<file path="src/hdl/gss_pkg.sv">
// Gauss-Seidel solver package: sizes, opcodes, status codes and the sequencer state type.
// Used by every module of the solver; depends on nothing.
`default_nettype none
package gss_pkg;
   localparam int MAX_SIZE = 16;
   localparam int IDX_W    = $clog2(MAX_SIZE);
   localparam int MAT_W    = 2 * IDX_W;
   localparam int SIZE_W   = 5;
   localparam int TOL_W    = 31;
   localparam int LIM_W    = 16;

   localparam logic [1:0] OP_LOAD_A = 2'd0;
   localparam logic [1:0] OP_LOAD_B = 2'd1;
   localparam logic [1:0] OP_START  = 2'd2;
   localparam logic [1:0] OP_NONE   = 2'd3;

   localparam logic [1:0] CSR_SIZE  = 2'd0;
   localparam logic [1:0] CSR_TOL   = 2'd1;
   localparam logic [1:0] CSR_LIMIT = 2'd2;

   localparam logic [1:0] ST_CONVERGED = 2'd0;
   localparam logic [1:0] ST_LIMIT     = 2'd1;
   localparam logic [1:0] ST_ZERO_DIAG = 2'd2;

   typedef enum logic [3:0] {
      S_IDLE, S_DCHK_RD, S_DCHK, S_ROW_RD, S_ROW_INIT, S_MAC_RD, S_MUL, S_SUB,
      S_DIV_GO, S_DIV_WAIT, S_CHECK, S_EMIT
   } state_type;

   typedef struct packed {
      logic start;
      logic busy;
      logic done;
   } div_ctl_type;
endpackage
`default_nettype wire

</file>
<file path="src/hdl/gss_div.sv">
// Gauss-Seidel solver divider: 64 by 32 bit signed restoring division, one quotient bit a cycle,
// quotient truncated toward zero and saturated to 32 bits. Depends on gss_pkg.
`default_nettype none
module gss_div (
   input  wire logic               clock,
   input  wire logic               reset,
   input  wire logic               start,
   input  wire logic signed [63:0] dividend,
   input  wire logic signed [31:0] divisor,
   output gss_pkg::div_ctl_type    ctl,
   output logic signed [31:0]      quotient
);
   logic [63:0] rem_ff, rem_in;
   logic [63:0] quo_ff, quo_in;
   logic [31:0] den_ff, den_in;
   logic [6:0]  cnt_ff, cnt_in;
   logic        neg_ff, neg_in;
   logic        busy_ff, busy_in;
   logic        done_ff, done_in;
   logic [64:0] trial;
   logic [63:0] shifted;

   always_comb begin
      rem_in  = rem_ff;
      quo_in  = quo_ff;
      den_in  = den_ff;
      cnt_in  = cnt_ff;
      neg_in  = neg_ff;
      busy_in = busy_ff;
      done_in = 1'b0;
      shifted = {rem_ff[62:0], quo_ff[63]};
      trial   = {1'b0, shifted} - {33'd0, den_ff};
      if (start) begin
         rem_in  = '0;
         quo_in  = dividend[63] ? 64'd0 - dividend : dividend;
         den_in  = divisor[31] ? 32'd0 - divisor : divisor;
         neg_in  = dividend[63] ^ divisor[31];
         cnt_in  = 7'd0;
         busy_in = 1'b1;
      end else if (busy_ff) begin
         if (!trial[64]) begin
            rem_in = trial[63:0];
         end else begin
            rem_in = shifted;
         end
         quo_in = {quo_ff[62:0], ~trial[64]};
         cnt_in = cnt_ff + 7'd1;
         if (cnt_ff == 7'd63) begin
            busy_in = 1'b0;
            done_in = 1'b1;
         end
      end
   end

   always_ff @(posedge clock) begin
      rem_ff <= rem_in;
      quo_ff <= quo_in;
      den_ff <= den_in;
      neg_ff <= neg_in;
      cnt_ff <= cnt_in;
      if (reset) begin
         busy_ff <= 1'b0;
         done_ff <= 1'b0;
      end else begin
         busy_ff <= busy_in;
         done_ff <= done_in;
      end
   end

   always_comb begin
      ctl.start = start;
      ctl.busy  = busy_ff;
      ctl.done  = done_ff;
      if (!neg_ff) begin
         quotient = (quo_ff > 64'h7fff_ffff) ? 32'sh7fff_ffff : quo_ff[31:0];
      end else if (quo_ff >= 64'h8000_0000) begin
         quotient = 32'sh8000_0000;
      end else begin
         quotient = 32'd0 - quo_ff[31:0];
      end
   end
endmodule
`default_nettype wire

</file>
<file path="config.mk">
export PLATFORM = sky130hd
export DESIGN_NAME = gss_div
export DESIGN_NICKNAME = d
export VERILOG_FILES = /design/src/hdl/gss_pkg.sv /design/src/hdl/gss_div.sv
export SDC_FILE = /design/constraint.sdc
export NUM_CORES = 1
export LEC_CHECK = 0
export ABC_AREA = 1
export BUFFER_PORTS_ARGS = -buffer_cell sky130_fd_sc_hd__buf_2
export CELL_PAD_IN_SITES_DETAIL_PLACEMENT = 1
export CELL_PAD_IN_SITES_GLOBAL_PLACEMENT = 1
export CORE_MARGIN = 8
export CORE_UTILIZATION = 40
export CTS_CLUSTER_SIZE = 20
export DETAILED_ROUTE_END_ITERATION = 12
export PLACE_DENSITY = 0.76
export SYNTH_ARGS = -nofsm -noshare
export SYNTH_HDL_FRONTEND = slang
export SYNTH_SLANG_ARGS = --single-unit
</file>
<file path="constraint.sdc">
create_clock -name clock -period 7.69 [get_ports clock]
set_input_delay 1.538 -clock clock [delete_from_list [all_inputs] [get_ports clock]]
set_output_delay 1.538 -clock clock [all_outputs]
set_load 0.05 [all_outputs]
</file>
Word-level counts from Yosys, hierarchy flattened
Index checks and enable logic that the tools add are counted.
{ "totals": {"register_bits": 169, "wordCells": 33, "output_inout_bits": 35, "input_bits": 99} }
{ "op_classes": {"n_bitwise": 3, "addsub": 5, "muxes": 12, "eq_ne": 1, "n_reduce_logical": 2, "n_lt_le_gt_ge": 2} }
{ "ops": {"columns": ["cell", "n"], "rows": [
  ["64-bit two-way mux", 3],
  ["32-bit two-way mux", 3],
  ["64-bit by 32-bit subtractor with 65-bit output", 1],
  ["64-bit by 32-bit >= comparator with 1-bit output, second input constant", 1],
  ["64-bit by 31-bit > comparator with 1-bit output, second input constant", 1],
  ["1-bit by 32-bit subtractor with 32-bit output, first input constant", 2],
  ["1-bit by 64-bit subtractor with 64-bit output, first input constant", 1],
  ["63-bit two-way mux", 1],
  ["31-bit two-way mux", 1],
  ["7-bit by 1-bit adder with 7-bit output, second input constant", 1],
  ["7-bit by 6-bit == test with 1-bit output, second input constant", 1],
  ["1-bit two-way mux", 4],
  ["3-bit OR reduction", 1],
  ["1-bit NOT", 2],
  ["2-bit nonzero test", 1],
  ["1-bit bitwise XOR", 1]
]} }

Logic depth before layout (Yosys ltp)
Gate-level depths: netlist of run 1.
{ "depth": {"word_depth": 4, "mapped_depth": 17, "mapped_depth_nobuf": 16} }

Least setup slack after synthesis of run 1
No wires, ideal clock.
{ "synth_timing": {"path_type": "register to output", "startpoint": "reg quo_ff[1]", "endpoint": "out quotient[22]", "path_slack_ns": 3.553, "required_time_ns": 6.152, "arrival_ns": 2.599, "stages_incl_launch_ff": 11, "cell_sequence": "edfxtp_1 -> inv_1 -> ha_1 -> nand2_1 -> nor2_2 -> nand2_1 -> nor2_1 -> nand2_1 -> nor3_2 -> xor2_1 -> o21ai_0"} }
{ "synth_between": {"elab_chain_cells": 3, "word_cells_on_any_way": 6, "cone_classes": "add/sub: 1; order compare: 2; mux: 3"} }
{ "synth_rtl": {"columns": ["item", "line_no", "text"], "rows": [
  ["from (decl)", "gss_div.sv:14", "logic [63:0] quo_ff, quo_in;"],
  ["from (signal assigned)", "gss_div.sv:57", "quo_ff <= quo_in;"],
  ["64-bit by 31-bit > comparator with 1-bit output (tied with other cells)", "gss_div.sv:75", "quotient = (quo_ff > 64'h7fff_ffff) ? 32'sh7fff_ffff : quo_ff[31:0];"],
  ["32-bit two-way mux, on equally long branches", "gss_div.sv:75, gss_div.sv:76", null],
  ["32-bit two-way mux *", "gss_div.sv:74", "if (!neg_ff) begin"],
  ["to (decl)", "gss_div.sv:11", "output logic signed [31:0] quotient"]
]} }
Every way passes the cells marked *; elsewhere a longest branch is shown, timed or not.

Worst setup path in the final report of run 1
{ "layout_timing": {"startpoint": "reg quo_ff[47]", "endpoint": "out quotient[5]"} }
{ "layout_between": {"elab_chain_cells": 3, "word_cells_on_any_way": 5, "cone_classes": "order compare: 2; mux: 3"} }
{ "layout_rtl": {"columns": ["item", "line_no"], "rows": [
  ["64-bit by 31-bit > comparator with 1-bit output or 64-bit by 32-bit >= comparator with 1-bit output (tied branches)", "gss_div.sv:75, gss_div.sv:76"],
  ["32-bit two-way mux, on equally long branches", "gss_div.sv:75, gss_div.sv:76"],
  ["32-bit two-way mux *", "gss_div.sv:74"]
]} }
Marks and branches as above.

==> results of run 1 <==
==> area by class of cell <==
| class | instances | area, µm² | area share |
|---|---|---|---|
| Multi-Input combinational cell | 1761 | 8579 | 0.5308 |
| Sequential cell | 169 | 4354 | 0.2694 |
| Inverter | 356 | 1336 | 0.08267 |
| Timing Repair Buffer | 140 | 720.7 | 0.04459 |
| Tap cell | 468 | 585.6 | 0.03623 |
| Clock buffer | 18 | 439.2 | 0.02717 |
| Clock inverter | 14 | 143.9 | 0.008902 |
| Antenna cell | 2 | 5.005 | 0.0003096 |
==> power by group through the flow <==
stage               sequential (mW)  clock, mW  combinational [mW]
floorplan                      1.23          0                1.62
global placement               1.29          0                2.11
detailed placement             1.30          0                2.18
CTS                            1.28      0.909                2.20
global route                   1.30      0.941                2.48
finish                         1.28      0.891                2.21
==> kinds of logic after synthesis <==
logic type                 Yosys count  share of synthesized area
and+or+nand+nor                   1368                     0.3962
xor gates and xnor gates           116                    0.06979
buffers and inverters              417                     0.1121
DFF                                169                     0.2991
AOI/OAI and AO/OA                  240                    0.09050
adders and majority gates           37                    0.03232
==> stage by stage <==
| step | util | setup slack (ns) | hold slack (ns) |
|---|---|---|---|
| 2_1_floorplan | - | 3.553 | 0.4268 |
| 3_3_place_gp | 0.4296 | 3.552 | 0.4423 |
| 3_5_place_dp | 0.4296 | 3.450 | 0.4624 |
| 4_1_cts | 0.4457 | 3.067 | 0.4747 |
| 5_1_grt | 0.4458 | 2.875 | 0.4913 |
| 6_report | 0.4458 | 3.143 | 0.4653 |
==> registers in the layout, indices dropped and copies added (netlist names) <==
register,cells
quo_ff,64
neg_ff,1
cnt_ff,7
done_ff,1
den_ff,32
rem_ff,63
busy_ff,1
==> metal layers <==
| layer | part of all wire | GRT usage |
|---|---|---|
| met3 | 0.038 | 0.03855 |
| met5 | 0.0010 | 0 |
| met1 | 0.45 | 0.3235 |
| met2 | 0.49 | 0.4571 |
| met4 | 0.025 | 0.07936 |
==> worst paths after layout <==
check                              endpoint  slack [ns]  cells after the start
worst max-delay path            quotient[5]        3.14                     10
worst min-delay path             rem_ff[62]        0.47                      2
worst max register to register   rem_ff[30]        3.93                     17
worst min register to register   rem_ff[62]        0.47                      2
==> Yosys cell counts, drive strengths merged <==
| cell | instances | area share |
|---|---|---|
| a21boi | 1 | 0.00052 |
| a21o | 1 | 0.00052 |
| a21oi | 39 | 0.014 |
| a31oi | 20 | 0.0086 |
| and2 | 2 | 0.00086 |
| and3 | 3 | 0.0013 |
| buf | 19 | 0.0095 |
| clkbuf | 42 | 0.011 |
| clkinv | 2 | 0.00052 |
| dfxtp | 72 | 0.099 |
| edfxtp | 97 | 0.20 |
| fa | 1 | 0.0014 |
| ha | 36 | 0.031 |
| inv | 354 | 0.091 |
| nand2 | 744 | 0.19 |
| nand3 | 164 | 0.058 |
| nand3b | 8 | 0.0041 |
| nand4 | 62 | 0.027 |
| nor2 | 306 | 0.082 |
| nor2b | 1 | 0.00043 |
| nor3 | 46 | 0.017 |
| nor3b | 2 | 0.0010 |
| nor4 | 17 | 0.0073 |
| o211ai | 19 | 0.0098 |
| o21a | 1 | 0.00052 |
| o21ai | 148 | 0.051 |
| o21bai | 5 | 0.0026 |
| o22ai | 3 | 0.0013 |
| o31ai | 2 | 0.0010 |
| o41ai | 1 | 0.00060 |
| or2 | 13 | 0.0056 |
| xnor2 | 34 | 0.020 |
| xor2 | 82 | 0.049 |
==> critical path, stage by stage (launching register included) <==
cell and delay (ns):
sky130_fd_sc_hd__edfxtp_1 0.39, sky130_fd_sc_hd__nor4_1 0.34, sky130_fd_sc_hd__nand2_1 0.16, sky130_fd_sc_hd__nor2_1 0.18, sky130_fd_sc_hd__nand2_2 0.34, sky130_fd_sc_hd__nor2_4 0.40, sky130_fd_sc_hd__inv_2 0.21, sky130_fd_sc_hd__nor2_1 0.13
sky130_fd_sc_hd__a21oi_1 0.05, sky130_fd_sc_hd__inv_1 0.08, sky130_fd_sc_hd__buf_2 0.26
==> impl_metrics.toml, run 1 <==
[layout]
drive_gt1_frac = 0.08788
nFillCells = 5015
most_frequent_standard_cell_in_the_layout_excluding_fill_and_tap_cells = "sky130_fd_sc_hd__nand2_1"
stdcell_count = 2928
synthesis_to_finish_area_growth_pct = 11.04
finish.net_count = 2581
postLayoutCellArea_mm2 = 0.01616
final_cell_mix = "sky130_fd_sc_hd__nand2_1 (740), sky130_fd_sc_hd__inv_1 (348), sky130_fd_sc_hd__nor2_1 (291), sky130_fd_sc_hd__nand3_1 (162), sky130_fd_sc_hd__buf_2 (132)"

[grt]
first_pass_grt_wire_length_mm = 87.15
first_global_vias = 16293
grt_max_degree = 65
groute.usage.overall = 0.2595
overflow = 0
initial_antenna_violation_count = 6

[yosys]
synth_sequential_area_ratio = 0.2991
ys_ff_latch = 169
post_synthesis_net_count = 2483
syn_area_mm2 = 0.01456
synthesis.instances = 2347
synthesis.yosys.warnings = 0
syn_area_per_cell_um2 = 6.203
synth_cell_type_count = 47

[timing]
slew_viol_final = 0
setup-tns-final_ns = 0
finalWorstPathRequiredPeriod_ns = 4.547
grt_setup_unrepaired = "false"
setup-violations-final = 0
tightest_slew_ns = 1.023
fmax_mhz = 219.9
final_report_hold_violation_count = 0
relSlewSlack = 0.3171
tcrit_tclk_final = 0.5913
clock_skew_ns = 0.01027

[setup_path]
cp-start-kind = "register"
critPathMaxFanout = 28
crit_path_start = "quo_ff[47]"
worstSetupEndpointType = "output pin"
r2r_start = "quo_ff[63]"
crit_type = "reg -> out"
arrival_time_at_the_worst_endpoint_ns = 3.01
timing.critical_path.required_ns = 6.15

[power]
p_total_mw = 4.380
swShare = 0.4914
power.combinational.fraction = 0.504
total_leakage_power_nw = 7.916
worst_ir_drop_vdd_uv = 166.0
power.switching_mw = 2.152
seq_power_share = 0.293
pwr_density_cell_mw_per_mm2 = 271.0
internal_power_mw = 2.228
power.share.clock = 0.203

[route]
num_vias = 15662
postRouteAntennaNets = 0
vias_per_cell = 5.349
drt_pre_antenna_iters = 5
drt_first_iter_violations = 872
totalWireLength_mm = 54.56
routedWlPerCell_um = 18.64
drc_errors = 0

[die]
rows = 70
area_of_the_die_mm2 = 0.04275
die-width_um = 206.8
initial_utilization = 0.4015
die_height_um = 206.8
pin_count = 134
floorplan.core_area_mm2 = 0.03626

[clock_network]
post_cts.resized_instances = 0
cts-root-buf = "sky130_fd_sc_hd__clkbuf_16"
clock_sink_count = 169
hold_buffers = 0
tritoncts.num_buffers = 17
clock_path_buffers = 2
tritoncts = "yes"
clk_latency_ns = 0.45
clkTransAtPathRegs_ns = 0.08
post_cts_setup_buffers = 0
ctsHtreeMaxLevel = 4

[job]
max_capacitance_violation_total = 0

[min_path]
worstHoldStart = "rem_ff[62]"
hp-class = "reg -> reg"

[place]
buffer_ports.inserted = 133
place.gp.congestion = 0.9549
placed_area_mm2 = 0.01558
place.detailed.instances = 2894
dp_hpwl_mm = 43.73

[status]
run_status = "finished, final reports clean"
Note: power is estimated with default switching activity, not from simulation.
==> inputs of run 2 (changes only) <==
--- a/config.mk
+++ b/config.mk
@@ -10,10 +10,10 @@
 export CELL_PAD_IN_SITES_DETAIL_PLACEMENT = 1
 export CELL_PAD_IN_SITES_GLOBAL_PLACEMENT = 1
 export CORE_MARGIN = 8
-export CORE_UTILIZATION = 40
+export CORE_UTILIZATION = 39
 export CTS_CLUSTER_SIZE = 20
 export DETAILED_ROUTE_END_ITERATION = 12
-export PLACE_DENSITY = 0.76
+export PLACE_DENSITY = 0.77
 export SYNTH_ARGS = -nofsm -noshare
 export SYNTH_HDL_FRONTEND = slang
 export SYNTH_SLANG_ARGS = --single-unit
==> constraint.sdc (replaced) <==
create_clock -name clock -period 3.96 [get_ports clock]
set_input_delay 0.792 -clock clock [delete_from_list [all_inputs] [get_ports clock]]
set_output_delay 0.792 -clock clock [all_outputs]
set_load 0.05 [all_outputs]
==> run 2 against run 1 <==
Compared with the run above: via count increased by 1.2%; total power increased by 96%; final cell count increased by 0.31%; register-to-register slack got worse by 3.0 ns; clock power increased by 99%; sequential power increased by 95%; critical path depth unchanged; largest power group unchanged; highest routed layer unchanged.
==> impl_metrics.toml, run 2 (same netlist as run 1, synthesis figures left out) <==
[status]
run_status = "finished, final reports clean"

[min_path]
hp-class = "reg -> reg"
whs_path_depth = 2
worstHoldStart = "rem_ff[62]"
worst_hold_path.endpoint = "rem_ff[62]"

[grt]
overflow = 0
grt_max_degree = 63
first_pass_grt_wire_length_mm = 88.02
first_global_vias = 16449
groute.usage.overall = 0.2504
initial_antenna_violation_count = 4

[setup_path]
setup_slack_of_the_most_critical_reg_to_reg_path_ns = 0.93
timing.critical_path.required_ns = 3.17
r2r_start = "quo_ff[63]"
cp-start-kind = "register"
critPathMaxFanout = 17
reg2reg_to = "rem_ff[31]"
r2r_cells = 15
worstSetupEndpointType = "output pin"
arrival_time_at_the_worst_endpoint_ns = 2.94
crit_type = "reg -> out"

[timing]
relSlewSlack = 0.5207
hold-worst-slack_ns = 0.4585
final_report_hold_violation_count = 0
setup-violations-final = 0
slew_viol_final = 0
setup-tns-final_ns = 0
grt_setup_unrepaired = "false"
layout_setup_ws_ns = 0.2253
finalWorstPathRequiredPeriod_ns = 3.735
tightest_slew_ns = 0.7189
tcrit_tclk_final = 0.9431
clock_skew_ns = 0.01329
fmax_mhz = 267.8

[clock_network]
post_cts.resized_instances = 0
cts-root-buf = "sky130_fd_sc_hd__clkbuf_16"
clock_path_buffers = 2
hold_buffers = 0
tritoncts = "yes"
clk_latency_ns = 0.46
clock_sink_count = 169
clkTransAtPathRegs_ns = 0.08
post_cts_setup_buffers = 0
ctsHtreeMaxLevel = 4
tritoncts.num_buffers = 17

[layout]
drive_gt1_frac = 0.09120
final_cell_mix = "sky130_fd_sc_hd__nand2_1 (740), sky130_fd_sc_hd__inv_1 (348), sky130_fd_sc_hd__nor2_1 (291), sky130_fd_sc_hd__nand3_1 (162), sky130_fd_sc_hd__buf_2 (132)"
flip_flop_count_of_the_largest_register_all_copies_and_words_added = 64
reg_top3 = "quo_ff x64, rem_ff x63, den_ff x32"
fin_util = 0.4435
multiInputGateArea_mm2 = 0.008579
stdcell_count = 2937
nFillCells = 5078
finish.net_count = 2590
most_frequent_standard_cell_in_the_layout_excluding_fill_and_tap_cells = "sky130_fd_sc_hd__nand2_1"
max_flop_register = "quo_ff"
postLayoutCellArea_mm2 = 0.01628
final-seq-area_mm2 = 0.004354
synthesis_to_finish_area_growth_pct = 11.81

[place]
dp_hpwl_mm = 44.35
buffer_ports.inserted = 133
place.detailed.instances = 2903
place.gp.congestion = 0.9387
detailedPlace.worstSlack_ns = 0.7544
placed_area_mm2 = 0.01567

[route]
drt_first_iter_violations = 959
drc_errors = 0
num_vias = 15850
routedWlPerCell_um = 18.87
vias_per_cell = 5.397
drt_pre_antenna_iters = 5
postRouteAntennaNets = 0
totalWireLength_mm = 55.41

[die]
area_of_the_die_mm2 = 0.04377
pin_count = 134
die_height_um = 209.2
initial_utilization = 0.3967
die-width_um = 209.2
rows = 70
floorplan.core_area_mm2 = 0.03670

[power]
total_leakage_power_nw = 7.980
worst_ir_drop_vdd_uv = 297.5
p_total_mw = 8.580
pwr_density_cell_mw_per_mm2 = 527.1

[job]
max_capacitance_violation_total = 0
-- run 2: layer usage --
layer	share of wire	wire, µm	track usage
met2	0.49	27380	0.4438
met4	0.030	1654	0.08894
met3	0.038	2082	0.03038
met5	0.00036	20	0
met1	0.44	24270	0.3085
-- run 2: worst max-delay path: stages (launching register included) --
cell and delay [ns]:
sky130_fd_sc_hd__edfxtp_1 0.41, sky130_fd_sc_hd__nor2_1 0.22, sky130_fd_sc_hd__nand3_1 0.11, sky130_fd_sc_hd__nor2_1 0.11, sky130_fd_sc_hd__nand3_1 0.17, sky130_fd_sc_hd__nor3_2 0.22, sky130_fd_sc_hd__nand2_2 0.15, sky130_fd_sc_hd__nor2_4 0.30
sky130_fd_sc_hd__inv_2 0.22, sky130_fd_sc_hd__o21ai_0 0.27, sky130_fd_sc_hd__buf_2 0.31
-- run 2: worst max-delay path by stage --
stage	slack (ns)	start	to	cells after the start
3_3_place_gp	0.72	quo_ff[38]	quotient[22]	10
5_1_grt	0.03	quo_ff[0]	quotient[26]	13
2_1_floorplan	0.57	quo_ff[1]	quotient[22]	10
4_1_cts	0.22	quo_ff[39]	quotient[22]	10
3_5_place_dp	0.75	quo_ff[39]	quotient[22]	10
6_report	0.23	quo_ff[39]	quotient[22]	10
-- run 2: cell type report --
cell class                 count  area share
clock buffer                  17     0.02614
multi-input combinational   1761      0.5271
tap                          468     0.03598
clock inverter                15     0.01092
sequential                   169      0.2675
timing repair buffer         149     0.04997
antenna                        2   0.0003075
inverter                     356     0.08210
-- run 2: power breakdown --
group | internal [mW] | leakage, nW | switching (mW)
registers | 2.18 | 1.56 | 0.308
logic | 1.32 | 6.12 | 3.00
clock network | 0.856 | 0.295 | 0.911
==> inputs of run 3 (changes only) <==
--- a/config.mk
+++ b/config.mk
@@ -11,6 +11,7 @@
 export CELL_PAD_IN_SITES_GLOBAL_PLACEMENT = 1
 export CORE_MARGIN = 8
 export CORE_UTILIZATION = 39
+export CTS_BUF_LIST = sky130_fd_sc_hd__clkbuf_4 sky130_fd_sc_hd__clkbuf_8 sky130_fd_sc_hd__clkbuf_16
 export CTS_CLUSTER_SIZE = 20
 export DETAILED_ROUTE_END_ITERATION = 12
 export PLACE_DENSITY = 0.77
==> constraint.sdc (replaced) <==
create_clock -name clock -period 3.1 [get_ports clock]
set_input_delay 0.62 -clock clock [delete_from_list [all_inputs] [get_ports clock]]
set_output_delay 0.62 -clock clock [all_outputs]
set_load 0.05 [all_outputs]
==> run 3 against run 2 <==
Compared with the run above: the flow now finishes with violations (setup timing); combinational power up 31%; hold slack worse by 0.11 ns; largest power group unchanged; worst setup slack worse by 0.25 ns; global-route usage up 0.086 points; register-to-register slack worse by 0.53 ns; total power up 29%; clock power up 25%; non-clock buffer count up 35; flip-flop and latch count unchanged.
==> impl_metrics.toml, run 3 (same netlist as run 1, synthesis figures left out) <==
[clock_network]
clock_sink_count = 169
hold_buffers = 0
ctsHtreeMaxLevel = 4
clock_path_buffers = 2
tritoncts = "yes"
clkTransAtPathRegs_ns = 0.07
cts-root-buf = "sky130_fd_sc_hd__clkbuf_16"
tritoncts.num_buffers = 17
clk_latency_ns = 0.46

[power]
seq_power_share = 0.286
power.switching_mw = 5.343
power.combinational.fraction = 0.514
internal_power_mw = 5.702
total_leakage_power_nw = 8.232
pwr_density_cell_mw_per_mm2 = 659.8
power.share.clock = 0.200
worst_ir_drop_vdd_uv = 414.3
swShare = 0.4838

[grt]
initial_antenna_violation_count = 8
first_pass_grt_wire_length_mm = 88.28
overflow = 0
groute.usage.overall = 0.2512
grt_max_degree = 65
first_global_vias = 16609

[place]
detailedPlace.worstSlack_ns = 0.1972
place.detailed.instances = 2914
buffer_ports.inserted = 133
place.gp.congestion = 0.9694
dp_hpwl_mm = 43.79

[layout]
synthesis_to_finish_area_growth_pct = 14.99
fin_util = 0.4562
final_cell_mix = "sky130_fd_sc_hd__nand2_1 (737), sky130_fd_sc_hd__inv_1 (347), sky130_fd_sc_hd__nor2_1 (288), sky130_fd_sc_hd__nand3_1 (161), sky130_fd_sc_hd__o21ai_0 (104)"
flip_flop_count_of_the_largest_register_all_copies_and_words_added = 64
nFillCells = 5015
finish.net_count = 2625
most_frequent_standard_cell_in_the_layout_excluding_fill_and_tap_cells = "sky130_fd_sc_hd__nand2_1"
reg_top3 = "quo_ff x64, rem_ff x63, den_ff x32"
stdcell_count = 2974
max_flop_register = "quo_ff"
drive_gt1_frac = 0.1087

[min_path]
whs_path_depth = 2
hp-class = "in -> reg"

[setup_path]
critPathMaxFanout = 5
timing.critical_path.slowest_stage_cell = "sky130_fd_sc_hd__edfxtp_1"
r2r_cells = 16
crit_type = "reg -> out"
cp_cell_sequence = "nor2_1, nand2_1, nor2_4, nand2_2, nor2_4, nand2_2, nor3_4, buf_4, xor2_1, o21ai_1, buf_4"
cp-start-kind = "register"
slowest_delay_ns = 0.46
timing.critical_path.required_ns = 2.48
arrival_time_at_the_worst_endpoint_ns = 2.51
worstSetupEndpointType = "output pin"

[route]
num_vias = 15873
routedWlPerCell_um = 18.67
totalWireLength_mm = 55.52
vias_per_cell = 5.337
drc_errors = 0
drt_first_iter_violations = 868
postRouteAntennaNets = 0
drt_pre_antenna_iters = 5

[die]
die-width_um = 209.2
die_height_um = 209.2
pin_count = 134
area_of_the_die_mm2 = 0.04377
initial_utilization = 0.3967
rows = 70
floorplan.core_area_mm2 = 0.03670

[timing]
setup-violations-final = 2
hold-worst-slack_ns = 0.3440
setup-tns-final_ns = -0.04156
clock_skew_ns = 0.01265
tcrit_tclk_final = 1.008
slew_viol_final = 0
fmax_mhz = 319.9
tightest_slew_ns = 0.7078
relSlewSlack = 0.5281
final_report_hold_violation_count = 0
layout_setup_ws_ns = -0.02591
finalWorstPathRequiredPeriod_ns = 3.126
grt_setup_unrepaired = "true"

[status]
violations = "setup timing"
run_status = "finished with violations"

[job]
max_capacitance_violation_total = 0
==> run 3: changes by cell type in the layout (fill, tap and decap cells not counted), moves of 3 or more <==
cell	change
sky130_fd_sc_hd__buf_4	+44
sky130_fd_sc_hd__nor2_1	-3
sky130_fd_sc_hd__nor2_4	+3
sky130_fd_sc_hd__inv_6	+4
sky130_fd_sc_hd__clkbuf_4	+4
sky130_fd_sc_hd__buf_6	+16
sky130_fd_sc_hd__nand2_1	-3
sky130_fd_sc_hd__clkinv_8	-4
sky130_fd_sc_hd__buf_2	-30
sky130_fd_sc_hd__o21ai_0	-7
sky130_fd_sc_hd__o21ai_1	+7
==> run 3: timing repair <==
item	in CTS	in global routing
buffers inserted	10	14
pin swaps	8	11
resized for setup	31	56
endpoints found under the setup margin	27	30
==> run 3: power groups by stage <==
stage          logic (mW)  registers [mW]  clock network, mW
4_1_cts              5.58            3.16               2.25
2_1_floorplan        4.01            3.06                  0
3_5_place_dp         5.48            3.20                  0
6_report             5.68            3.16               2.21
3_3_place_gp         5.31            3.18                  0
5_1_grt              6.34            3.21               2.33
==> run 3: worst max-delay path, delay by kind of cell (launching register included) <==
kind,cells,cell delay (ns)
AO/OA/AOI/OAI,1,0.08
AND/OR/NAND/NOR,7,1.02
buffers and inverters,2,0.34
flip-flops,1,0.46
XOR/XNOR,1,0.15
==> run 3: through the flow <==
step	total power, mW	instance area (µm²)
2_1_floorplan	7.070	14560
3_3_place_gp	8.492	15750
3_5_place_dp	8.682	15750
4_1_cts	10.98	16500
5_1_grt	11.88	16740
6_report	11.04	16740
==> run 3: final timing paths <==
kind / from / to / slack (ns)
worst max-delay path: quo_ff[5] / quotient[22] / -0.03
worst min-delay path: reset / done_ff / 0.34
worst max register to register: quo_ff[63] / rem_ff[62] / 0.40
worst min register to register: rem_ff[3] / rem_ff[3] / 0.48
==> run 3: area by class of cell <==
| class | instances | area (µm²) | share of cell area |
|---|---|---|---|
| Inverter | 356 | 1336 | 0.07983 |
| Timing Repair Buffer | 184 | 1219 | 0.07280 |
| Clock buffer | 18 | 450.4 | 0.02691 |
| Tap cell | 468 | 585.6 | 0.03498 |
| Clock inverter | 14 | 123.9 | 0.007400 |
| Sequential cell | 169 | 4354 | 0.2601 |
| Multi-Input combinational cell | 1761 | 8661 | 0.5174 |
| Antenna cell | 4 | 10.01 | 0.0005980 |
==> run 3: routing by layer <==
layer  vias to the layer above  GRT usage  share of wire
met5                         -          0        0.00094
met4                         8    0.09599          0.031
met3                       103    0.04041          0.036
met2                       319     0.4415           0.49
met1                      7651     0.3040           0.44
li1                       7792          -              -
